## config.mk

```make
export PLATFORM = sky130hd
export DESIGN_NAME = ffsa_div
export DESIGN_NICKNAME = d
export VERILOG_FILES = /design/src/hw/rtl/ffsa_pkg.sv /design/src/hw/rtl/ffsa_div.sv
export SDC_FILE = /design/constraint.sdc
export NUM_CORES = 1
export LEC_CHECK = 0
export BUFFER_PORTS_ARGS = -buffer_cell sky130_fd_sc_hd__buf_4
export CAP_MARGIN = 20
export CORE_AREA = 2 2 86 88
export DETAILED_ROUTE_END_ITERATION = 10
export DIE_AREA = 0 0 88 90
export PLACE_DENSITY = 0.78
export SYNTH_ARGS = -nofsm -noshare
export SYNTH_HDL_FRONTEND = slang
export SYNTH_SLANG_ARGS = --single-unit
```

## constraint.sdc

```tcl
create_clock -name clk -period 3.1 [get_ports clk]
set_clock_uncertainty 0.05 [all_clocks]
set_input_delay 0.62 -clock clk [delete_from_list [all_inputs] [get_ports clk]]
set_output_delay 0.62 -clock clk [all_outputs]
set_load 0.02 [all_outputs]
```

## src/hw/rtl/ffsa_pkg.sv

```systemverilog
// ----------------------------------------------------------------------------
// ffsa_pkg: shared types and constants of the first-fit segment allocator
// Default geometry, field widths, command codes and the words that move
// along the descriptor cell chain.
// ----------------------------------------------------------------------------
`default_nettype none

package ffsa_pkg;

    // Default geometry
    localparam int POOL_BYTES_DEF    = 4096;
    localparam int TABLE_ENTRIES_DEF = 64;
    localparam int CLUSTER_BYTES_DEF = 16;
    localparam int MAX_POOLS_DEF     = 8;

    // Port field widths
    localparam int ADDR_W   = 15;
    localparam int REQ_W    = 13;
    localparam int STATUS_W = 2;

    // Widths that cover the whole parameter range
    localparam int IDX_MW  = 9;   // slot index, up to 256 entries plus tail
    localparam int SZ_MW   = 17;  // cluster count, up to 65536
    localparam int POOL_MW = 7;   // pool count, up to 64
    localparam int DIV_W   = 17;  // divider operand width

    typedef enum logic [STATUS_W-1:0] {
        STATUS_OK       = 2'd0,
        STATUS_NO_SPACE = 2'd1,
        STATUS_BAD_ADDR = 2'd2
    } status_t;

    // Table update broadcast to every cell
    typedef enum logic [2:0] {
        OP_NONE,
        OP_SPLIT,
        OP_EXACT,
        OP_NEW,
        OP_FREE
    } cmd_op_t;

    typedef struct packed {
        cmd_op_t              op;
        logic [POOL_MW-1:0]   pool;
        logic [IDX_MW-1:0]    pos;    // split or merge position
        logic [IDX_MW-1:0]    last;   // entries in use before the update
        logic [1:0]           gap;    // slots removed by a merge
        logic [SZ_MW-1:0]     val;    // new size
    } cmd_t;

    // One descriptor as seen by a neighbor cell
    typedef struct packed {
        logic [SZ_MW-1:0] off;
        logic [SZ_MW-1:0] size;
        logic             used;
    } slot_t;

    // Allocation search word, one lane per pool
    typedef struct packed {
        logic              found;
        logic              exact;
        logic [IDX_MW-1:0] idx;
        logic [SZ_MW-1:0]  off;
        logic              tail;
        logic [SZ_MW-1:0]  toff;
    } fit_t;

    // Free lookup word for the addressed pool
    typedef struct packed {
        logic              found;
        logic              pend;
        logic [IDX_MW-1:0] idx;
        logic              lfree;
        logic [SZ_MW-1:0]  lsize;
        logic [SZ_MW-1:0]  csize;
        logic              rfree;
        logic [SZ_MW-1:0]  rsize;
        logic              pused;
        logic [SZ_MW-1:0]  psize;
    } hit_t;

endpackage

`default_nettype wire

```

## src/hw/rtl/ffsa_div.sv

```systemverilog
// ----------------------------------------------------------------------------
// ffsa_div: constant divider by reciprocal multiplication
// Divides by the pool size or the cluster size; the quotient is registered on
// start, the remainder in the cycle after unless start comes again, and done pulses with it.
// ----------------------------------------------------------------------------
`default_nettype none

module ffsa_div
    import ffsa_pkg::*;
#(
    parameter int DW            = DIV_W,
    parameter int POOL_BYTES    = POOL_BYTES_DEF,
    parameter int CLUSTER_BYTES = CLUSTER_BYTES_DEF
)(
    input  wire logic          clk,
    input  wire logic          rst_n,
    input  wire logic          start,
    input  wire logic [DW-1:0] dividend,
    input  wire logic          by_pool,
    output logic               done,
    output logic [DW-1:0]      quotient,
    output logic [DW-1:0]      remainder
);

    // Multiplier m = floor(2^(DW+l) / d) + 1 with 2^(l-1) < d <= 2^l gives
    // the exact quotient for every dividend below 2^DW
    localparam int PL_W = $clog2(POOL_BYTES);
    localparam int CL_W = $clog2(CLUSTER_BYTES);
    localparam int PS   = DW + PL_W;
    localparam int CS   = DW + CL_W;
    localparam int MW   = DW + 2;
    localparam int PW   = DW + MW;
    localparam int BW   = 2 * DW;
    localparam logic [MW-1:0] PM = MW'((longint'(1) << PS) / longint'(POOL_BYTES) + 1);
    localparam logic [MW-1:0] CM = MW'((longint'(1) << CS) / longint'(CLUSTER_BYTES) + 1);
    localparam logic [DW-1:0] PD = DW'(POOL_BYTES);
    localparam logic [DW-1:0] CD = DW'(CLUSTER_BYTES);

    logic          step_reg;
    logic          done_reg;
    logic          pool_reg;
    logic [DW-1:0] x_reg;
    logic [DW-1:0] quo_reg;
    logic [DW-1:0] rem_reg;
    logic [MW-1:0] mult;
    logic [PW-1:0] prod;
    logic [DW-1:0] q_now;
    logic [BW-1:0] back;

    // Quotient from the scaled product
    assign mult  = by_pool ? PM : CM;
    assign prod  = PW'(dividend) * PW'(mult);
    assign q_now = by_pool ? DW'(prod >> PS) : DW'(prod >> CS);

    // Multiply back for the remainder
    assign back = BW'(quo_reg) * BW'(pool_reg ? PD : CD);

    // Capture quotient, then remainder
    always_ff @(posedge clk or negedge rst_n)
    begin
        if (!rst_n)
        begin
            step_reg <= 1'b0;
            done_reg <= 1'b0;
            pool_reg <= 1'b0;
            x_reg    <= '0;
            quo_reg  <= '0;
            rem_reg  <= '0;
        end
        else
        begin
            done_reg <= step_reg && !start;
            if (start)
            begin
                step_reg <= 1'b1;
                pool_reg <= by_pool;
                x_reg    <= dividend;
                quo_reg  <= q_now;
            end
            else if (step_reg)
            begin
                step_reg <= 1'b0;
                rem_reg  <= x_reg - back[DW-1:0];
            end
        end
    end

    assign done      = done_reg;
    assign quotient  = quo_reg;
    assign remainder = rem_reg;

endmodule

`default_nettype wire

```

# Word level (Yosys, flattened, before mapping)
# Cells that the tools add are included.
# classes
add_sub_neg	1
n_mul	2
mux	3
n_bitwise	1
reduce_logical	3
# ops
op	count
17-bit by 18-bit multiplier with 35-bit output, second input constant	1
17-bit by 13-bit multiplier with 17-bit output	1
17-bit subtractor	1
14-bit two-way mux	1
13-bit two-way mux	1
2-bit AND reduction	1
1-bit logical AND	1
1-bit zero test	1
1-bit two-way mux	1
1-bit NOT	1
# totals
reg_bits	54
out_inout_bits	35

# Longest topological paths before layout
# Gate-level depths: netlist of run 1.
# depth
word_depth	3
mapped_depth	15
mapped_depth_nobuf	14

# Worst setup path after synthesis of run 1
# Ideal clock, no wire load.
# synth_path
path_type	register to register
from	register pool_reg
to	register rem_reg[16], in the netlist remainder[16]
setup_time_ns	0.134
arrival_time_ns	3.218
path_slack_ns	-0.302
path_stages_with_launch	16
synth_period_minus_slack_ns	3.402
path_cell_list	dfrtp_1 buf_2 clkbuf_1 and2_1 ha_1 ha_1 ha_1 fa_1 inv_1 ha_1 inv_1 nor2_1 a221oi_1 o21ai_0 xnor2_1 o21ai_0
# synth_via
elab_chain_cells	3
# synth_lines
element	line	text
from (decl)	ffsa_div.sv:41	logic pool_reg;
from (signal assigned)	ffsa_div.sv:76	pool_reg <= by_pool;
13-bit two-way mux	ffsa_div.sv:56	assign back = BW'(quo_reg) * BW'(pool_reg ? PD : CD);
17-bit by 13-bit multiplier with 17-bit output	ffsa_div.sv:56	
17-bit subtractor	ffsa_div.sv:83	rem_reg <= x_reg - back[DW-1:0];
to (signal assigned)	ffsa_div.sv:83	
to (decl)	ffsa_div.sv:44	logic [DW-1:0] rem_reg;
# No other way between the ends.
# A chain may end at the register's enable or synchronous reset.

# Final worst setup path of run 1
# layout_path
from	register quo_reg[3], in the netlist quotient[3]
to	register rem_reg[16], in the netlist remainder[16]
# layout_via
elab_chain_cells	2
# layout_lines
element	line	text
from (decl)	ffsa_div.sv:43	logic [DW-1:0] quo_reg;
from (signal assigned)	ffsa_div.sv:78	quo_reg <= q_now;
17-bit by 13-bit multiplier with 17-bit output	ffsa_div.sv:56	
17-bit subtractor	ffsa_div.sv:83	
# No other way between the ends.

==> summary.txt, run 1 <==
Outcome
  – Outcome: completed

Place
  – RD Place Congestion: 0.856
  – Area post-placement: 3570 um^2
  – Post-DP HPWL: between 5 and 6 mm
  – IO Port Bufs: 51

Clock tree
  – CTS buffer count: 5
  – CTS tree: yes
  – Root buf cell: clkbuf_8
  – Clock sink count: 50
  – Insertion delay to the later sink of the worst-skew pair: between 300 and 400 ps
  – Post-CTS setup buffers: 0
  – H-tree depth: 2
  – Clk buf depth: 2
  – Clk slew on worst S/H paths: roughly 100 ps

GRT
  – Gr busiest metal: met2
  – Initial antenna violation count: 0
  – GRT met1 Usage: 0.242
  – Vias in the first global route: ~2400
  – Gr usage total: 0.174
  – Largest net degree at the start of global routing: 56
  – First-pass GRT wire length: ~11 mm
  – Remaining global-route overflow: 0
  – GRT met2 Usage: 0.277
  – Met3 Use GR: 0.0422

Pwr
  – Sw Ratio: 0.393
  – Leak: 1.82 nW
  – Flop pwr share: 0.357
  – Clock share of power: 0.173
  – Power density over cell area: 632 nW/um^2
  – Reported net switching power: just over 900 uW
  – Max VDD drop: about 0.28 mV
  – Pint: between 1 and 1.5 mW
  – Gate power share: 0.471

Drt
  – DRT iter0 DRCs: 57
  – Vias per cell: 4.90
  – DRC viols: 0
  – TritonRoute pass-1 iters: 5
  – WL per Instance: 13.3 um
  – DRT antenna net count: 0
  – WL final: between 6 and 7 mm
  – Via count: between 2000 and 2500

Synth
  – Synth Flop Type: dfrtp_1
  – Synth cell types: 45
  – Post-synthesis sequential area ratio: 0.409
  – Mapped Area: ~3100 um^2
  – Synthesized netlist cell count: 342
  – Ys Warns: 0
  – Avg Inst Size Synth: 8.95 um^2
  – Asr flop ratio synth: 1.00
  – Synthesized flop and latch total: 50
  – Post-synth EDFFs: 0

Critical path
  – Crit-path cells: and2_4 -> ha_4 -> ha_1 -> ha_4 -> fa_1 -> inv_2 -> ha_4 -> inv_2 -> nor2_1 -> a221oi_2 -> o21ai_1 -> xnor2_1 -> o21ai_1
  – Max incr delay on CP: about 490 ps
  – CP Max Fanout: 4
  – Setup crit end kind: register
  – Req. time, crit path: ~3200 ps
  – WP buf/inv: 2
  – Startpoint Class: register
  – RR Startpoint: quotient[3]
  – Delay-heaviest family, CP: adder cells
  – Kind of critical path: reg -> reg
  – R2R depth: 13
  – Top cell by count, worst path: ha_4
  – R2R Setup Slk: between 100 and 150 ps
  – CP arrival: ~3100 ps
  – R2R Path End: remainder[16]
  – Slowest cell on the critical path: fa_1

Timing
  – Setup violations, final: 0
  – Final Slew Violations: 0
  – Period utilization: 0.966
  – Hold Violations, Final: 0
  – Final Critical Period: between 2000 and 3000 ps
  – Peak Freq: ~0.33 GHz
  – Slew HR: 0.580
  – Least-Margin Pin Slew: about 630 ps

Finish
  – Final Util: 0.527
  – Antenna Cells: 0
  – Layout cell share with drive strength beyond 1: 0.206
  – Nets@finish: 445
  – Commonest non-fill, non-tap cell in the layout: buf_4
  – Layout area overhead: 20.8%
  – Final instance area: 3700 um^2
  – Most frequent cells in the layout: 55 x buf_4, 50 x dfrtp_1, 49 x inv_1

Job
  – Max_cap viols: 0

Floorplan
  – DIE WIDTH: just under 90 um
  – Initial Util: 0.436
  – Die Area: 7920 um^2
  – Num ports: 56
  – Die span in y: roughly 90 um
  – # rows: 31
  – Core area: 7020 um^2

Hold path
  – Worst Hold Class: in -> async
final cells by class:
cell class                      count  area, um^2
Clock buffer                        5        68.8
Inverter                           51         191
Fill cell                         664        3320
Sequential cell                    50        1250
Timing Repair Buffer               55         413
Multi-Input combinational cell    230        1630
Clock inverter                      3        25.0
Tap cell                           99         124
power groups by stage:
stage | Clock, mW | Sequential [mW] | Combinational, mW
6_report | 0.404 | 0.835 | 1.10
5_1_grt | 0.442 | 0.852 | 1.22
4_1_cts | 0.409 | 0.838 | 1.07
3_5_place_dp | 0 | 0.852 | 1.06
3_3_place_gp | 0 | 0.845 | 1.03
2_1_floorplan | 0 | 0.962 | 0.612
per-layer routing:
layer,vias up,share of wire
met4,0,0.0044
met1,1119,0.47
li1,1214,-
met2,77,0.45
met5,-,0
met3,6,0.069
kinds of logic after synthesis:
family / Yosys count / share of synthesized area
xor+xnor: 17 / 0.0486
mux: 12 / 0.0413
compound gates: 75 / 0.143
flops: 50 / 0.409
fa+ha+maj: 31 / 0.129
simple gates: 88 / 0.139
other cells: 1 / 0.00122
buf+inv: 68 / 0.0887
cells in the mapped netlist, drive strengths merged, types with 2 or more instances:
library cell	count	area, um^2
and2	3	18.8
clkbuf	10	37.5
nand3b	8	60.1
xor2	7	61.3
nand2	40	150
xnor2	10	87.6
nand3	3	15.0
and2b	2	15.0
a21o	2	15.0
a21oi	15	86.3
nand4	2	12.5
nand2b	3	18.8
and3	2	12.5
dfrtp	50	1250
nor2b	6	37.5
inv	51	191
o21ai	46	234
nor2	16	60.1
ha	30	375
buf	7	42.5
mux2	5	56.3
mux2i	7	70.1
worst max-delay path by stage:
| stage | from | end | slack, ps | cells after the start |
|---|---|---|---|---|
| finish | quotient[3] | remainder[16] | 100 | 13 |
| global route | pool_reg | remainder[16] | -40 | 13 |
| CTS | pool_reg | remainder[16] | 60 | 13 |
| detailed placement | pool_reg | remainder[16] | 110 | 13 |
| global placement | pool_reg | remainder[16] | 170 | 13 |
| floorplan | pool_reg | remainder[16] | 20 | 15 |
timing repair:
| action | in CTS | in global routing |
|---|---|---|
| endpoints found under the setup margin | 0 | 1 |
| hold buffers | 0 | 0 |
| resized for setup | 0 | 4 |
worst reg2reg max path, stage by stage, from the launching register on:
cell      delay [ps]
dfrtp_1          420
and2_4           180
ha_4             200
ha_1             310
ha_4             220
fa_1             490
inv_2             50
ha_4             220
inv_2             50
nor2_1            60
a221oi_2         240
o21ai_1          110
xnor2_1          180
o21ai_1           80
stage by stage:
| step | hold slack, ps | setup WS [ps] | setup TNS, ps | power (mW) | std cells |
|---|---|---|---|---|---|
| 2_1_floorplan | 274 | 17.4 | 0 | 1.57 | 348 |
| 3_3_place_gp | 394 | 166 | 0 | 1.88 | 485 |
| 3_5_place_dp | 404 | 105 | 0 | 1.91 | 485 |
| 4_1_cts | 301 | 62.4 | 0 | 2.32 | 493 |
| 5_1_grt | 319 | -39.9 | -39.9 | 2.51 | 493 |
| 6_report | 270 | 104 | 0 | 2.34 | 493 |
Note: power is estimated with default switching activity, not from simulation.
==> inputs of run 2 (changes only) <==
- CORE_AREA: 2 2 86 88 -> 2 2 90 84
- DIE_AREA: 0 0 88 90 -> 0 0 92 86
==> summary.txt, run 2 (same netlist as run 1, synthesis figures left out) <==
Outcome
  – Outcome: completed

Clock tree
  – Clk buf depth: 2
  – H-tree depth: 2
  – Insertion delay to the later sink of the worst-skew pair: ~300 ps
  – CTS tree: yes
  – Root buf cell: clkbuf_8
  – CTS buffer count: 5
  – Clk slew on worst S/H paths: ~90 ps
  – Post-CTS Hold Buffers: 0
  – Clock sink count: 50

Floorplan
  – # rows: 29
  – Die Area: a little under 8000 um^2
  – Initial Util: 0.444
  – DIE WIDTH: roughly 90 um
  – Num ports: between 50 and 60
  – Core area: 6890 um^2
  – Die span in y: approximately 86 um

GRT
  – Gr usage total: 0.169
  – Remaining global-route overflow: 0
  – Initial antenna violation count: 0
  – GRT met1 Usage: 0.217
  – Vias in the first global route: roughly 2300
  – GRT met2 Usage: 0.295
  – First-pass GRT wire length: 10.8 mm
  – Gr busiest metal: met2
  – Met3 Use GR: 0.0334
  – Largest net degree at the start of global routing: 60

Drt
  – Vias per cell: approximately 5.0
  – Via count: ~2400
  – DRT antenna net count: 0
  – WL per Instance: 13.3 um
  – TritonRoute pass-1 iters: 4
  – DRT iter0 DRCs: around 140
  – DRC viols: 0
  – WL final: approximately 6.5 mm

Pwr
  – Leak: around 1.8 nW
  – Flop pwr share: 0.350
  – Gate power share: 0.455
  – Reported net switching power: a little under 900 uW
  – Power density over cell area: 647 nW/um^2
  – Max VDD drop: approximately 0.29 mV
  – Sw Ratio: 0.369
  – Design Power: ~2.4 mW
  – Clock share of power: 0.195
  – Pint: around 1.5 mW

Critical path
  – Crit-path cells: and2_4 -> ha_4 -> ha_1 -> ha_1 -> fa_1 -> inv_2 -> ha_4 -> inv_2 -> nor2_1 -> nand2_1 -> o21ai_1 -> xnor2_1 -> o21ai_1
  – R2R Setup Slk: ~160 ps
  – WP buf/inv: 2
  – Setup crit end kind: register
  – CP Max Fanout: 3
  – Delay-heaviest family, CP: adder cells
  – Slowest cell on the critical path: fa_1
  – RR Startpoint: quotient[3]
  – Kind of critical path: reg -> reg
  – R2R depth: 13
  – Startpoint Class: register
  – R2R Path End: remainder[16]
  – Req. time, crit path: ~3200 ps
  – CP arrival: between 3000 and 4000 ps
  – Max incr delay on CP: roughly 500 ps

Timing
  – Least-Margin Pin Slew: between 600 and 700 ps
  – Peak Freq: 0.340 GHz
  – Period utilization: 0.948
  – Slew HR: 0.580
  – Final Slew Violations: 0
  – Sum Neg Setup Slack: 0 ps
  – Hold Violations, Final: 0
  – Final WS setup: between 150 and 200 ps
  – Final Critical Period: slightly below 3000 ps
  – Final hold slack: 273 ps
  – Unrepaired setup endpoints after global routing: false
  – Setup violations, final: 0

Finish
  – Commonest non-fill, non-tap cell in the layout: buf_4
  – Nets@finish: between 400 and 500
  – Layout cell share with drive strength beyond 1: 0.203
  – Final Util: 0.538
  – Layout area overhead: 21.1%
  – Antenna Cells: 0
  – Most frequent cells in the layout: 55 x buf_4, 50 x dfrtp_1, 49 x inv_1

Job
  – Max_cap viols: 0

Place
  – Post-DP HPWL: 4.96 mm
  – IO Port Bufs: 51
  – RD Place Congestion: around 0.89
  – Setup WS pre-CTS: between 100 and 150 ps

Hold path
  – Worst Hold Class: in -> async
run 2: final cells by class:
| class | count | area, um^2 |
|---|---|---|
| Tap cell | 93 | 116 |
| Timing Repair Buffer | 56 | 424 |
| Multi-Input combinational cell | 230 | 1610 |
| Sequential cell | 50 | 1250 |
| Fill cell | 640 | 3190 |
| Clock inverter | 1 | 30.0 |
| Inverter | 51 | 191 |
| Clock buffer | 6 | 82.6 |
run 2: power groups by stage:
stage / Clock, mW / Combinational [mW] / Sequential (mW)
final: 0.468 / 1.09 / 0.840
after CTS: 0.485 / 1.06 / 0.842
after global routing: 0.507 / 1.21 / 0.855
after floorplan: 0 / 0.612 / 0.962
after global placement: 0 / 1.03 / 0.852
after detailed placement: 0 / 1.05 / 0.854
run 2: how the worst max path moves through the flow:
stage	start	slack, ps	depth (start not counted)	endpoint
after floorplan	pool_reg	20	15	remainder[16]
after global placement	pool_reg	200	13	remainder[16]
after detailed placement	quotient[3]	120	13	remainder[16]
after CTS	quotient[3]	110	13	remainder[16]
after global routing	quotient[11]	20	14	remainder[16]
final	quotient[3]	160	13	remainder[16]
run 2: routing by layer:
layer  routed length [um]  share of wire  up-vias
met5                    0              0        -
met4                   65          0.010        0
met3                  300          0.046        6
met2                 3190           0.49       57
met1                 2900           0.45     1141
li1                     -              -     1216
run 2: per-stage QoR:
step	area, um^2	std cells
2_1_floorplan	3130	348
3_3_place_gp	3560	478
3_5_place_dp	3560	478
4_1_cts	3670	485
5_1_grt	3710	487
6_report	3710	487
run 2: repair_timing:
action / 4_1_cts / 5_1_grt
buffers inserted: 0 / 2
setup endpoints to repair: 0 / 1
gates resized for setup: 0 / 4
