File: src/hw/rtl/ffsa_pkg.sv
// ----------------------------------------------------------------------------
// ffsa_pkg: shared types and constants of the first-fit segment allocator
// Default geometry, field widths, command codes and the words that move
// along the descriptor cell chain.
// ----------------------------------------------------------------------------
`default_nettype none

package ffsa_pkg;

    // Default geometry
    localparam int POOL_BYTES_DEF    = 4096;
    localparam int TABLE_ENTRIES_DEF = 64;
    localparam int CLUSTER_BYTES_DEF = 16;
    localparam int MAX_POOLS_DEF     = 8;

    // Port field widths
    localparam int ADDR_W   = 15;
    localparam int REQ_W    = 13;
    localparam int STATUS_W = 2;

    // Widths that cover the whole parameter range
    localparam int IDX_MW  = 9;   // slot index, up to 256 entries plus tail
    localparam int SZ_MW   = 17;  // cluster count, up to 65536
    localparam int POOL_MW = 7;   // pool count, up to 64
    localparam int DIV_W   = 17;  // divider operand width

    typedef enum logic [STATUS_W-1:0] {
        STATUS_OK       = 2'd0,
        STATUS_NO_SPACE = 2'd1,
        STATUS_BAD_ADDR = 2'd2
    } status_t;

    // Table update broadcast to every cell
    typedef enum logic [2:0] {
        OP_NONE,
        OP_SPLIT,
        OP_EXACT,
        OP_NEW,
        OP_FREE
    } cmd_op_t;

    typedef struct packed {
        cmd_op_t              op;
        logic [POOL_MW-1:0]   pool;
        logic [IDX_MW-1:0]    pos;    // split or merge position
        logic [IDX_MW-1:0]    last;   // entries in use before the update
        logic [1:0]           gap;    // slots removed by a merge
        logic [SZ_MW-1:0]     val;    // new size
    } cmd_t;

    // One descriptor as seen by a neighbor cell
    typedef struct packed {
        logic [SZ_MW-1:0] off;
        logic [SZ_MW-1:0] size;
        logic             used;
    } slot_t;

    // Allocation search word, one lane per pool
    typedef struct packed {
        logic              found;
        logic              exact;
        logic [IDX_MW-1:0] idx;
        logic [SZ_MW-1:0]  off;
        logic              tail;
        logic [SZ_MW-1:0]  toff;
    } fit_t;

    // Free lookup word for the addressed pool
    typedef struct packed {
        logic              found;
        logic              pend;
        logic [IDX_MW-1:0] idx;
        logic              lfree;
        logic [SZ_MW-1:0]  lsize;
        logic [SZ_MW-1:0]  csize;
        logic              rfree;
        logic [SZ_MW-1:0]  rsize;
        logic              pused;
        logic [SZ_MW-1:0]  psize;
    } hit_t;

endpackage

`default_nettype wire

File: src/hw/rtl/ffsa_cell.sv
// ----------------------------------------------------------------------------
// ffsa_cell: one descriptor slot of every pool
// Holds the slot for each pool, advances the search words one cell per
// cycle and applies the broadcast table update using its neighbors.
// ----------------------------------------------------------------------------
`default_nettype none

module ffsa_cell
    import ffsa_pkg::*;
#(
    parameter int MAX_POOLS     = MAX_POOLS_DEF,
    parameter int TABLE_ENTRIES = TABLE_ENTRIES_DEF,
    parameter int POOL_CLUSTERS = POOL_BYTES_DEF / CLUSTER_BYTES_DEF,
    parameter int CELL_IDX      = 0
)(
    input  wire logic               clk,
    input  wire logic               rst_n,
    input  wire logic               scan_in,
    output logic                    scan_out,
    input  wire fit_t               fit_in [MAX_POOLS],
    output fit_t                    fit_out [MAX_POOLS],
    input  wire hit_t               hit_in,
    output hit_t                    hit_out,
    input  wire logic [SZ_MW-1:0]   need,
    input  wire logic [IDX_MW-1:0]  counts [MAX_POOLS],
    input  wire logic [POOL_MW-1:0] free_pool,
    input  wire logic [IDX_MW-1:0]  free_count,
    input  wire logic [SZ_MW-1:0]   target,
    input  wire cmd_t               cmd,
    input  wire slot_t              left,
    input  wire slot_t              right1,
    input  wire slot_t              right2,
    output slot_t                   own
);

    localparam int SZ_W = $clog2(POOL_CLUSTERS + 1);
    localparam int PI_W = (MAX_POOLS > 1) ? $clog2(MAX_POOLS) : 1;
    localparam int CW   = IDX_MW + 2;
    localparam logic [IDX_MW-1:0] K  = IDX_MW'(CELL_IDX);
    localparam logic [CW-1:0]     KX = CW'(CELL_IDX);

    logic [SZ_W-1:0] off_reg  [MAX_POOLS];
    logic [SZ_W-1:0] size_reg [MAX_POOLS];
    logic            used_reg [MAX_POOLS];

    logic            scan_reg;
    fit_t            fit_reg  [MAX_POOLS];
    fit_t            fit_next [MAX_POOLS];
    hit_t            hit_reg;
    hit_t            hit_next;

    logic [PI_W-1:0]  wp;
    logic [PI_W-1:0]  fp;
    logic             we;
    logic [SZ_MW-1:0] off_next;
    logic [SZ_MW-1:0] size_next;
    logic             used_next;

    assign wp = cmd.pool[PI_W-1:0];
    assign fp = free_pool[PI_W-1:0];

    // Offer this slot to the first-fit and tail search of every pool
    always_comb
    begin
        fit_t             f;
        logic [SZ_MW-1:0] sz;
        for (int q = 0; q < MAX_POOLS; q++)
        begin
            f  = fit_in[q];
            sz = SZ_MW'(size_reg[q]);
            if (K < counts[q] && !f.found && !used_reg[q] && sz >= need)
            begin
                f.found = 1'b1;
                f.exact = (sz == need);
                f.idx   = K;
                f.off   = SZ_MW'(off_reg[q]);
            end
            if (K == counts[q] && counts[q] < IDX_MW'(TABLE_ENTRIES) && sz >= need)
            begin
                f.tail = 1'b1;
                f.toff = SZ_MW'(off_reg[q]);
            end
            fit_next[q] = f;
        end
    end

    // Match the freed offset and capture both neighbors
    always_comb
    begin
        hit_t h;
        h = hit_in;
        if (!h.found && K < free_count && SZ_MW'(off_reg[fp]) == target)
        begin
            h.found = 1'b1;
            h.pend  = 1'b1;
            h.idx   = K;
            h.lfree = (K != '0) && !hit_in.pused;
            h.lsize = hit_in.psize;
            h.csize = SZ_MW'(size_reg[fp]);
        end
        else if (h.pend)
        begin
            h.pend  = 1'b0;
            h.rfree = !used_reg[fp];
            h.rsize = SZ_MW'(size_reg[fp]);
        end
        h.pused  = used_reg[fp];
        h.psize  = SZ_MW'(size_reg[fp]);
        hit_next = h;
    end

    // Apply the broadcast update to the selected pool
    always_comb
    begin
        logic [CW-1:0] px;
        logic [CW-1:0] lx;
        logic [CW-1:0] gx;
        px        = CW'(cmd.pos);
        lx        = CW'(cmd.last);
        gx        = CW'(cmd.gap);
        we        = 1'b0;
        off_next  = SZ_MW'(off_reg[wp]);
        size_next = SZ_MW'(size_reg[wp]);
        used_next = used_reg[wp];
        unique case (cmd.op)
            OP_SPLIT:
            begin
                if (KX == px)
                begin
                    size_next = cmd.val;
                    used_next = 1'b1;
                    we        = 1'b1;
                end
                else if (KX == px + CW'(1))
                begin
                    off_next  = left.off + cmd.val;
                    size_next = left.size - cmd.val;
                    used_next = 1'b0;
                    we        = 1'b1;
                end
                else if (KX > px + CW'(1) && KX <= lx + CW'(1))
                begin
                    off_next  = left.off;
                    size_next = left.size;
                    used_next = left.used;
                    we        = 1'b1;
                end
            end
            OP_EXACT:
            begin
                if (KX == px)
                begin
                    used_next = 1'b1;
                    we        = 1'b1;
                end
            end
            OP_NEW:
            begin
                if (KX == CW'(0))
                begin
                    off_next  = '0;
                    size_next = cmd.val;
                    used_next = 1'b1;
                    we        = 1'b1;
                end
                else if (KX == CW'(1))
                begin
                    off_next  = cmd.val;
                    size_next = SZ_MW'(POOL_CLUSTERS) - cmd.val;
                    used_next = 1'b0;
                    we        = 1'b1;
                end
            end
            OP_FREE:
            begin
                if (KX == px)
                begin
                    size_next = cmd.val;
                    used_next = 1'b0;
                    we        = 1'b1;
                end
                else if (cmd.gap != 2'd0 && KX > px && KX + gx <= lx)
                begin
                    off_next  = (cmd.gap == 2'd1) ? right1.off  : right2.off;
                    size_next = (cmd.gap == 2'd1) ? right1.size : right2.size;
                    used_next = (cmd.gap == 2'd1) ? right1.used : right2.used;
                    we        = 1'b1;
                end
            end
            default:
            begin
            end
        endcase
    end

    // Hold descriptor storage
    always_ff @(posedge clk)
    begin
        if (we)
        begin
            off_reg[wp]  <= off_next[SZ_W-1:0];
            size_reg[wp] <= size_next[SZ_W-1:0];
            used_reg[wp] <= used_next;
        end
    end

    // Advance the search words
    always_ff @(posedge clk or negedge rst_n)
    begin
        if (!rst_n)
        begin
            scan_reg <= 1'b0;
        end
        else
        begin
            scan_reg <= scan_in;
        end
    end

    always_ff @(posedge clk)
    begin
        fit_reg <= fit_next;
        hit_reg <= hit_next;
    end

    assign scan_out = scan_reg;
    assign fit_out  = fit_reg;
    assign hit_out  = hit_reg;
    assign own      = '{off: SZ_MW'(off_reg[wp]), size: SZ_MW'(size_reg[wp]),
                        used: used_reg[wp]};

endmodule

`default_nettype wire

File: config.mk
export PLATFORM = sky130hd
export DESIGN_NAME = ffsa_cell
export DESIGN_NICKNAME = d
export VERILOG_FILES = /design/src/hw/rtl/ffsa_pkg.sv /design/src/hw/rtl/ffsa_cell.sv
export SDC_FILE = /design/constraint.sdc
export NUM_CORES = 1
export LEC_CHECK = 0
export BUFFER_PORTS_ARGS = -buffer_cell sky130_fd_sc_hd__buf_2
export CORE_AREA = 2 2 469 471
export CTS_CLUSTER_SIZE = 25
export DETAILED_ROUTE_END_ITERATION = 6
export DIE_AREA = 0 0 471 473
export PLACE_DENSITY = 0.37
export SLEW_MARGIN = 25
export SYNTH_ARGS = -nofsm -noshare
export SYNTH_HDL_FRONTEND = slang
export SYNTH_SLANG_ARGS = --single-unit
File: constraint.sdc
create_clock -name clk -period 3.6 [get_ports clk]
set_input_delay 0 -clock clk [delete_from_list [all_inputs] [get_ports clk]]
set_output_delay 0 -clock clk [all_outputs]
set_load 0.02 [all_outputs]
Yosys cells after proc, flatten, opt, wreduce, memory -nomap -nowiden
Memories as Yosys holds them, arrays and structs flattened. Cells that the tools add are included.

Flip-flop bits (word level): 443. Memory bits (writable): 152. Input bits: 727. Output and inout bits: 486. Word-level logic and storage cells: 237. Memories kept: 3.

Memories: off_reg (words 8, width 9, read ports 10, clocked after memory_dff 0, write ports 1, RTL line ffsa_cell.sv:42) `logic [SZ_W-1:0] off_reg [MAX_POOLS];`; size_reg (words 8, width 9, read ports 10, clocked after memory_dff 0, write ports 1, RTL line ffsa_cell.sv:43) `logic [SZ_W-1:0] size_reg [MAX_POOLS];`; used_reg (words 8, width 1, read ports 10, clocked after memory_dff 0, write ports 1, RTL line ffsa_cell.sv:44) `logic used_reg [MAX_POOLS];`.

Add/subtract/negate cells: 4. $lt $le $gt $ge: 27. Equal/unequal tests: 13. Multiplexer cells: 42. Reduce and logical (&&, ||, !) cells: 72.

Operators by type and width (count): $mux 27 (8); $eq 9x17->1 (9); $ge 9x17->1 (8); $mux 9 (15); $logic_not 9->1 (9); $lt 1x9->1 const A (9); $lt 9x7->1 const B (8); $logic_and 1x1->1 (43); $mux 18 (2); $mux 34 (1); $pmux 9 s3 (1); $add 9x1->10 const B (2); $logic_not 1->1 (18); $pmux 9 s2 (1); $mux 1 (12); $logic_not 11->1 (1); $gt 1x10->1 const A (1); $le 1x10->1 const A (1); $add 9x9->9 (1); $sub 9x9->9 (1); $eq 3x2->1 const B (2); $pmux 1 s4 (1); $eq 3x1->1 const B (1); $eq 3x3->1 const B (1); 2 further kinds (2).

Longest topological paths before layout
Gate-level depths: netlist (run 1).

Depth in word-level cells: 9. Mapped depth: 11. Gate-level depth less buffers: 9.

Worst setup path after synthesis (run 1)
Ideal clock, no wire load.

Kind: input -> register. From: input cmd[33] in the netlist's numbering. To: memory off_reg[4][0] in the netlist's numbering (enable). Setup time: 419 ps. Arrival: 2533 ps. Required time: 3181 ps. Path slack: 648 ps. Stages: 7. Buffers on the path: 0. Cell sequence: nor4_1 nand2_1 nor4_1 maj3_1 a21bo_2 nand2_1 nor3_1.

Cells in the longest elaborated chain, start to end: 9. Elaborated cells between the ends (all ways): 12. Those cells by class: 1 x add/sub; 1 x order compare; 7 x mux; 3 x reduce/logical.

RTL lines: start, declared (RTL line ffsa_cell.sv:29) `input wire cmd_t cmd,`; $add 9x1->10 (RTL line ffsa_cell.sv:134, ffsa_cell.sv:141); $gt 1x10->1 (RTL line ffsa_cell.sv:141) `else if (KX > px + CW'(1) && KX <= lx + CW'(1))`; $logic_and 1x1->1 (RTL line ffsa_cell.sv:141); $mux 1 (RTL line ffsa_cell.sv:141); $mux 1 (RTL line ffsa_cell.sv:134) `else if (KX == px + CW'(1))`; $mux 1 (RTL line ffsa_cell.sv:128) `if (KX == px)`; $pmux 1 s3 (*) (RTL line ffsa_cell.sv:125) `unique case (cmd.op)`; $mux 1 (*) (RTL line ffsa_cell.sv:199) `if (we)`; $mux 1 (implied by the code) (*) (RTL line ffsa_cell.sv:201) `off_reg[wp] <= off_next[SZ_W-1:0];`; end, declared (RTL line ffsa_cell.sv:42).

Every way passes the cells marked *; elsewhere a longest branch is shown, timed or not.

==> results of run 1 <==
## path summary, 6_finish.rpt
path | slack, ns | depth (start not counted) | start | to
worst min-delay path | 0.05 | 5 | counts[23] | fit_out[99]
worst min register to register | 0.64 | 1 | off_reg[5][1] | fit_out[111]
max in group asynchronous | 3.38 | 3 | rst_n | scan_out
worst max-delay path | 0.17 | 8 | off_reg[3][7] | hit_out[59]
min in group asynchronous | 0.12 | 3 | rst_n | scan_out
worst max register to register | 0.17 | 8 | off_reg[3][7] | hit_out[59]
## routing by layer
layer | global-route usage | wire length (um) | up-vias
met1 | 0.153 | 61300 | 10300
met3 | 0.0522 | 14100 | 239
li1 | - | - | 9876
met5 | 0 | 227 | -
met2 | 0.221 | 72000 | 999
met4 | 0.0383 | 4790 | 34
## per-stage QoR
stage               hold slack, ns   util
finish                      0.0512  0.194
global route                0.0255  0.194
CTS                      0.0000213  0.194
detailed placement          -0.222  0.145
global placement            -0.226  0.145
floorplan                   -0.296      -
## cell usage after synthesis, drive strengths merged (5+ instances only)
| master | n | area share |
|---|---|---|
| xor2 | 9 | 0.0035 |
| nor2b | 57 | 0.016 |
| nand3 | 15 | 0.0034 |
| o22ai | 5 | 0.0014 |
| nor2 | 51 | 0.0086 |
| o21a | 17 | 0.0057 |
| mux2i | 33 | 0.015 |
| nor3 | 17 | 0.0043 |
| a22oi | 11 | 0.0037 |
| nand2 | 39 | 0.0066 |
| dfxtp | 442 | 0.40 |
| a211oi | 6 | 0.0020 |
| edfxtp | 152 | 0.21 |
| ha | 72 | 0.041 |
| a22o | 10 | 0.0039 |
| mux4 | 47 | 0.048 |
| o21ai | 18 | 0.0041 |
| a21o | 18 | 0.0061 |
| nand2b | 18 | 0.0051 |
| nand4 | 11 | 0.0031 |
| nor4 | 25 | 0.0070 |
| inv | 27 | 0.0046 |
| mux2 | 207 | 0.10 |
| and2 | 197 | 0.055 |
| a221oi | 7 | 0.0028 |
| buf | 44 | 0.014 |
| a21oi | 28 | 0.0063 |
| o211ai | 9 | 0.0030 |
| clkbuf | 43 | 0.0073 |
| o21bai | 7 | 0.0024 |
## worst max-delay path, cell delays in order, from the launching register on
cell and delay (ns):
edfxtp_1 0.54, mux4_2 0.51, mux2i_1 0.30, xor2_1 0.22, nand3_1 0.14, nor3_4 0.25, buf_12 0.27, mux2_2 0.38
dlygate4sd3_1 0.57
## layout make-up
cell class / count / area [sq um]
Fill cell: 23800 / 176000
Inverter: 27 / 101
Tap cell: 2871 / 3590
Clock inverter: 47 / 503
Antenna cell: 24 / 60.1
Timing Repair Buffer: 1937 / 14000
Clock buffer: 102 / 2230
Multi-Input combinational cell: 977 / 8440
Sequential cell: 595 / 13400
## cells by family after synthesis
kind of cell    Yosys count  synth area share
xor+xnor                  9           0.00355
flops                   595             0.605
compound gates          151            0.0473
simple gates            433             0.110
fa+ha+maj                73            0.0410
other cells               1          0.000169
mux                     287             0.167
buf+inv                 114            0.0256
## power by group through the flow
| stage | clock, mW | sequential, mW | combinational [mW] |
|---|---|---|---|
| 5_1_grt | 9.08 | 7.29 | 2.88 |
| 6_report | 8.49 | 7.27 | 2.69 |
| 2_1_floorplan | 0 | 7.74 | 0.593 |
| 3_5_place_dp | 0 | 7.41 | 2.00 |
| 3_3_place_gp | 0 | 7.41 | 2.00 |
| 4_1_cts | 8.87 | 7.27 | 2.71 |
## repair_timing
action                                 4_1_cts  5_1_grt
gates resized for setup                      0        1
endpoints found under the hold margin      522        0
hold buffers                               782        0
buffers inserted                             0        0
setup endpoints to repair                    0        2
==> impl_table.tex, run 1 <==
\begin{tabular}{lr}
\hline
Metric & Value \\
\hline
\multicolumn{2}{l}{\textbf{Place}} \\
Instance area at placement & roughly 0.032 sq mm \\
Post-place setup slack & approximately 0.17 ns \\
Estimated wirelength of the detail-placed design & between 100 and 150 mm \\
Number of buffers added on ports & 1055 \\
Number of cells in the design after placement & 5625 \\
Last weighted congestion value of the routability-driven placer & around 0.84 \\
\multicolumn{2}{l}{\textbf{Min path}} \\
Type of the tightest min-delay check & in2reg \\
\multicolumn{2}{l}{\textbf{Yosys}} \\
Number of flip-flops and latches in the synthesized netlist & a little under 600 \\
Number of distinct library cell variants in the gate-level netlist after synthesis & 49 \\
Mean area per synthesized cell & 13.4 sq um \\
Top FF cell, synth & dfxtp\_1 \\
Number of enable-type register cells in the synthesized netlist & between 150 and 200 \\
Part of the Yosys area used for sequential elements & 0.605 \\
Area of the mapped netlist & 0.0222 sq mm \\
Post-Syn Instances & around 1700 \\
Number of synthesis warnings & 0 \\
Async set or reset register ratio after synthesis & 0.00168 \\
\multicolumn{2}{l}{\textbf{Detailed routing}} \\
Post-route antenna net violation count & 0 \\
Total Routed Length & 152 mm \\
Number of design rule violations left after detail routing & 0 \\
Number of violations reported at the end of detailed-routing iteration 0 & slightly below 900 \\
Routed length per instance & $\sim$23 um \\
Via-to-Cell Ratio & 3.26 \\
Iteration count of the initial detailed-routing pass & 5 \\
Vias & between 20000 and 25000 \\
\multicolumn{2}{l}{\textbf{STA}} \\
Clock skew & about 0.053 ns \\
Min cycle time layout & between 3 and 4 ns \\
Number of setup violations in the final report & 0 \\
Worst slew margin relative to its limit & 0.347 \\
Final Hold Viols & 0 \\
Final Slew Violations & 0 \\
Share of the clock period used by the worst path & 0.953 \\
Final WS setup & between 0.15 and 0.2 ns \\
Unrepaired setup endpoints after global routing & no \\
Highest Clock Rate & just under 0.3 GHz \\
Setup Total Neg Slack & 0 ns \\
Measured slew at the worst slew-check pin & roughly 1 ns \\
\multicolumn{2}{l}{\textbf{CTS}} \\
CTS tree & built \\
H-tree depth & 3 \\
Clock root buffer & clkbuf\_16 \\
Maximum buffer depth of the clock tree & 3 \\
Clock slew at the register clock pins of the worst setup and hold paths & around 0.06 ns \\
Number of buffers inserted during clock tree synthesis & 82 \\
Worst-Skew Late Latency & roughly 0.73 ns \\
Number of sinks driven by the clock tree & between 500 and 600 \\
\multicolumn{2}{l}{\textbf{Outcome}} \\
Status & completed \\
\multicolumn{2}{l}{\textbf{Global route}} \\
Maximum number of pins on one net before global-route repair & 46 \\
Gr usage total & 0.132 \\
Initial antenna violation count & 78 \\
Remaining global-route overflow & 0 \\
Wire length of the first global-routing pass & between 150 and 200 mm \\
Number of global-route vias before repair & between 20000 and 25000 \\
\multicolumn{2}{l}{\textbf{Power and ir drop}} \\
Internal & approximately 13 mW \\
VDD IR max & $\sim$380 uV \\
Power Density & around 440 mW/mm\^{}2 \\
Leakage & approximately 18 nW \\
Combinational group share of total power & 0.146 \\
Share of power burned in registers & 0.394 \\
Total power & approximately 18 mW \\
Fraction of power spent switching nets & 0.278 \\
Relative contribution of the clock network to total power & 0.460 \\
Reported net switching power & 5.13 mW \\
\multicolumn{2}{l}{\textbf{Die}} \\
Placeable core region & 0.218 sq mm \\
Horizontal die dimension & $\sim$470 um \\
IO Count & between 1000 and 1500 \\
Rows & about 170 \\
Initial Utilization & 0.102 \\
Overall die area & between 0.2 and 0.25 sq mm \\
DIE HEIGHT & about 470 um \\
\multicolumn{2}{l}{\textbf{Flow run}} \\
Number of maximum-capacitance violations & 0 \\
\multicolumn{2}{l}{\textbf{Final layout}} \\
Final Non-Filler Cells & 6580 \\
Layout cell share with drive strength beyond 1 & 0.424 \\
Count of nets after finishing & about 4400 \\
Layout area overhead & 90.4\% \\
Max reg flops & around 370 \\
Most used cells in the layout excluding fill and tap cells & buf\_2 (1055), dlygate4sd3\_1 (782), dfxtp\_1 (442), mux2\_2 (203), and2\_1 (197) \\
Most frequent standard cell in the layout excluding fill and tap cells & buf\_2 \\
Final Cell Area & around 0.042 sq mm \\
\multicolumn{2}{l}{\textbf{Setup path}} \\
Worst Path Required & around 4.2 ns \\
Crit end category & flip-flop \\
Worst setup SP type & flip-flop \\
Top fanout value on the critical path & 46 \\
Critical path class & reg2reg \\
Data arrival at the endpoint of the critical path & roughly 4 ns \\
\hline
\end{tabular}
Power figures use the tool's default switching activity.
==> run 2: changes to the inputs <==
--- a/config.mk
+++ b/config.mk
@@ -10,6 +10,7 @@
 export CTS_CLUSTER_SIZE = 25
 export DETAILED_ROUTE_END_ITERATION = 6
 export DIE_AREA = 0 0 471 473
+export MAX_ROUTING_LAYER = met4
 export PLACE_DENSITY = 0.37
 export SLEW_MARGIN = 25
 export SYNTH_ARGS = -nofsm -noshare
==> run 2 against run 1 <==
  * Critical path depth is the same
  * Wire length about the same
  * Total power barely moved
==> impl_table.tex, run 2 (synthesis results as in run 1) <==
\begin{tabular}{lr}
\hline
Metric & Value \\
\hline
\multicolumn{2}{l}{\textbf{Global route}} \\
Gr usage total & 0.135 (+0.00375) \\
Initial antenna violation count & 79 (+1.3\%) \\
Wire length of the first global-routing pass & 198 mm (-0.10\%) \\
Number of global-route vias before repair & 22500 (+0.022\%) \\
Maximum number of pins on one net before global-route repair & 46 (unchanged) \\
Remaining global-route overflow & 0 (unchanged) \\
\multicolumn{2}{l}{\textbf{Outcome}} \\
Status & completed \\
\multicolumn{2}{l}{\textbf{Die}} \\
IO Count & 1213 (unchanged) \\
DIE HEIGHT & 473 um (unchanged) \\
Horizontal die dimension & 471 um (unchanged) \\
Placeable core region & 0.218 sq mm (unchanged) \\
Rows & 172 (unchanged) \\
Initial Utilization & 0.102 (unchanged) \\
Overall die area & 0.223 sq mm (unchanged) \\
\multicolumn{2}{l}{\textbf{Detailed routing}} \\
Post-route antenna net violation count & 0 (unchanged) \\
Number of violations reported at the end of detailed-routing iteration 0 & 968 (+12\%) \\
Total Routed Length & 152 mm (about the same) \\
Via-to-Cell Ratio & 3.24 (-0.64\%) \\
Iteration count of the initial detailed-routing pass & 5 (unchanged) \\
Vias & 21400 (-0.40\%) \\
Number of design rule violations left after detail routing & 0 (unchanged) \\
Routed length per instance & 23.1 um (-0.25\%) \\
\multicolumn{2}{l}{\textbf{Final layout}} \\
Footprint of the multi-input gates & 0.00844 sq mm (unchanged) \\
Most used cells in the layout excluding fill and tap cells & buf\_2 (1055), dlygate4sd3\_1 (782), dfxtp\_1 (442), mux2\_2 (203), and2\_1 (197) \\
Layout cell share with drive strength beyond 1 & 0.424 (unchanged) \\
Combined flip-flop and latch cell area & 0.0134 sq mm (unchanged) \\
Max reg flops & 368 (unchanged) \\
Most frequent standard cell in the layout excluding fill and tap cells & buf\_2 \\
Final Non-Filler Cells & 6596 (+0.24\%) \\
Final core area utilization & 0.194 (about the same) \\
Layout area overhead & 90.6\% (about the same) \\
Fillers & 23800 (-0.021\%) \\
Count of nets after finishing & 4419 (unchanged) \\
\multicolumn{2}{l}{\textbf{Setup path}} \\
Data arrival at the endpoint of the critical path & 3.99 ns (about the same) \\
Crit end category & flip-flop \\
Critical path class & reg2reg \\
Worst setup SP type & flip-flop \\
Crit path buffers/inverters & 2 (unchanged) \\
Sequence of cells on the critical path & mux4\_2 > mux2i\_1 > xor2\_1 > nand3\_1 > nor3\_4 > buf\_12 > mux2\_2 > dlygate4sd3\_1 \\
Worst Path Required & 4.16 ns (about the same) \\
Crit path max-delay family & multiplexers \\
R2R setup slack & 0.17 ns (about the same) \\
Slowest cell on crit path & dlygate4sd3\_1 \\
Peak per-stage delay on the critical path & 0.57 ns (about the same) \\
Top fanout value on the critical path & 46 (unchanged) \\
\multicolumn{2}{l}{\textbf{CTS}} \\
H-tree depth & 3 (unchanged) \\
Number of buffers inserted during clock tree synthesis & 82 (unchanged) \\
Clock slew at the register clock pins of the worst setup and hold paths & 0.06 ns (about the same) \\
Maximum buffer depth of the clock tree & 3 (unchanged) \\
Setup Fix Bufs, Post-CTS & 0 (unchanged) \\
Clock root buffer & clkbuf\_16 \\
Worst-Skew Late Latency & 0.73 ns (about the same) \\
Number of sinks driven by the clock tree & 595 (unchanged) \\
CTS tree & built \\
\multicolumn{2}{l}{\textbf{STA}} \\
Final Hold Viols & 0 (unchanged) \\
Share of the clock period used by the worst path & 0.953 (about the same) \\
Final WS setup & 0.170 ns (+0.00123 ns) \\
Min cycle time layout & 3.43 ns (-0.00123 ns) \\
Highest Clock Rate & 0.292 GHz (about the same) \\
Setup Total Neg Slack & 0 ns (unchanged) \\
Worst slew margin relative to its limit & 0.347 (+0.000595) \\
Final Slew Violations & 0 (unchanged) \\
Clock skew & 0.0521 ns (-0.000594 ns) \\
Unrepaired setup endpoints after global routing & no \\
Number of setup violations in the final report & 0 (unchanged) \\
Measured slew at the worst slew-check pin & 0.975 ns (-0.000889 ns) \\
\multicolumn{2}{l}{\textbf{Place}} \\
Post-place setup slack & 0.173 ns (unchanged) \\
Last weighted congestion value of the routability-driven placer & 0.853 (+1.6\%) \\
Number of cells in the design after placement & 5625 (unchanged) \\
Estimated wirelength of the detail-placed design & 121 mm (unchanged) \\
Number of buffers added on ports & 1055 (unchanged) \\
\multicolumn{2}{l}{\textbf{Power and ir drop}} \\
Power Density & 436 mW/mm\^{}2 (about the same) \\
Total power & 18.5 mW (about the same) \\
Leakage & 17.9 nW (about the same) \\
VDD IR max & 378 uV (about the same) \\
\multicolumn{2}{l}{\textbf{Min path}} \\
Type of the tightest min-delay check & in2reg \\
\multicolumn{2}{l}{\textbf{Flow run}} \\
Number of maximum-capacitance violations & 0 (unchanged) \\
\hline
\end{tabular}
run 2: cell types whose count changed in the layout (fill, tap and decap cells not counted), sizes merged:
| cell | before | now |
|---|---|---|
| diode | 24 | 40 |
run 2: final timing paths:
| kind | startpoint | endpoint | cells past startpoint |
|---|---|---|---|
| max in group asynchronous | rst_n | scan_out | 3 |
| setup / recovery | off_reg[3][7] | hit_out[59] | 8 |
| min in group asynchronous | rst_n | scan_out | 3 |
| hold reg to reg | off_reg[5][1] | fit_out[111] | 1 |
| setup reg to reg | off_reg[3][7] | hit_out[59] | 8 |
| hold / removal | counts[23] | fit_out[99] | 5 |
run 2: worst register-to-register path, delay by kind of cell, from the launching register on:
family | cells | cell delay, ns
multiplexers | 3 | 1.27
buffers and inverters | 2 | 0.84
flip-flops | 1 | 0.54
AND/OR/NAND/NOR | 2 | 0.40
XOR/XNOR | 1 | 0.22
run 2: per-stage QoR:
| stage | cell area [sq um] | hold WS, ns |
|---|---|---|
| finish | 42400 | 0.0609 |
| global route | 42300 | 0.0254 |
| floorplan | 22300 | -0.296 |
| detailed placement | 31700 | -0.222 |
| CTS | 42300 | 0.0000213 |
| global placement | 31700 | -0.226 |
run 2: area by class of cell:
type                    count  area share
repair buffers           1937       0.329
well taps                2871      0.0848
diodes                     40     0.00236
multi-input cells         977       0.199
flip-flops and latches    595       0.317
inverters                  27     0.00239
clock inverters            47      0.0119
clock buffers             102      0.0527
run 2: power breakdown:
part | total, mW | internal, mW | switching, mW
Combinational | 2.69 | 1.32 | 1.37
Sequential | 7.27 | 7.17 | 0.102
Clock | 8.50 | 4.83 | 3.66
run 2: repair_timing:
item | 4_1_cts | 5_1_grt
gates resized for setup | 0 | 1
hold buffers | 782 | 0
endpoints found under the hold margin | 522 | 0
setup endpoints to repair | 0 | 2
run 2: per-layer routing:
layer | vias up | global-route usage | part of all wire
li1 | 9894 | - | -
met1 | 10300 | 0.154 | 0.41
met2 | 1005 | 0.221 | 0.47
met3 | 206 | 0.0510 | 0.091
met4 | 0 | 0.0390 | 0.032
met5 | - | - | 0
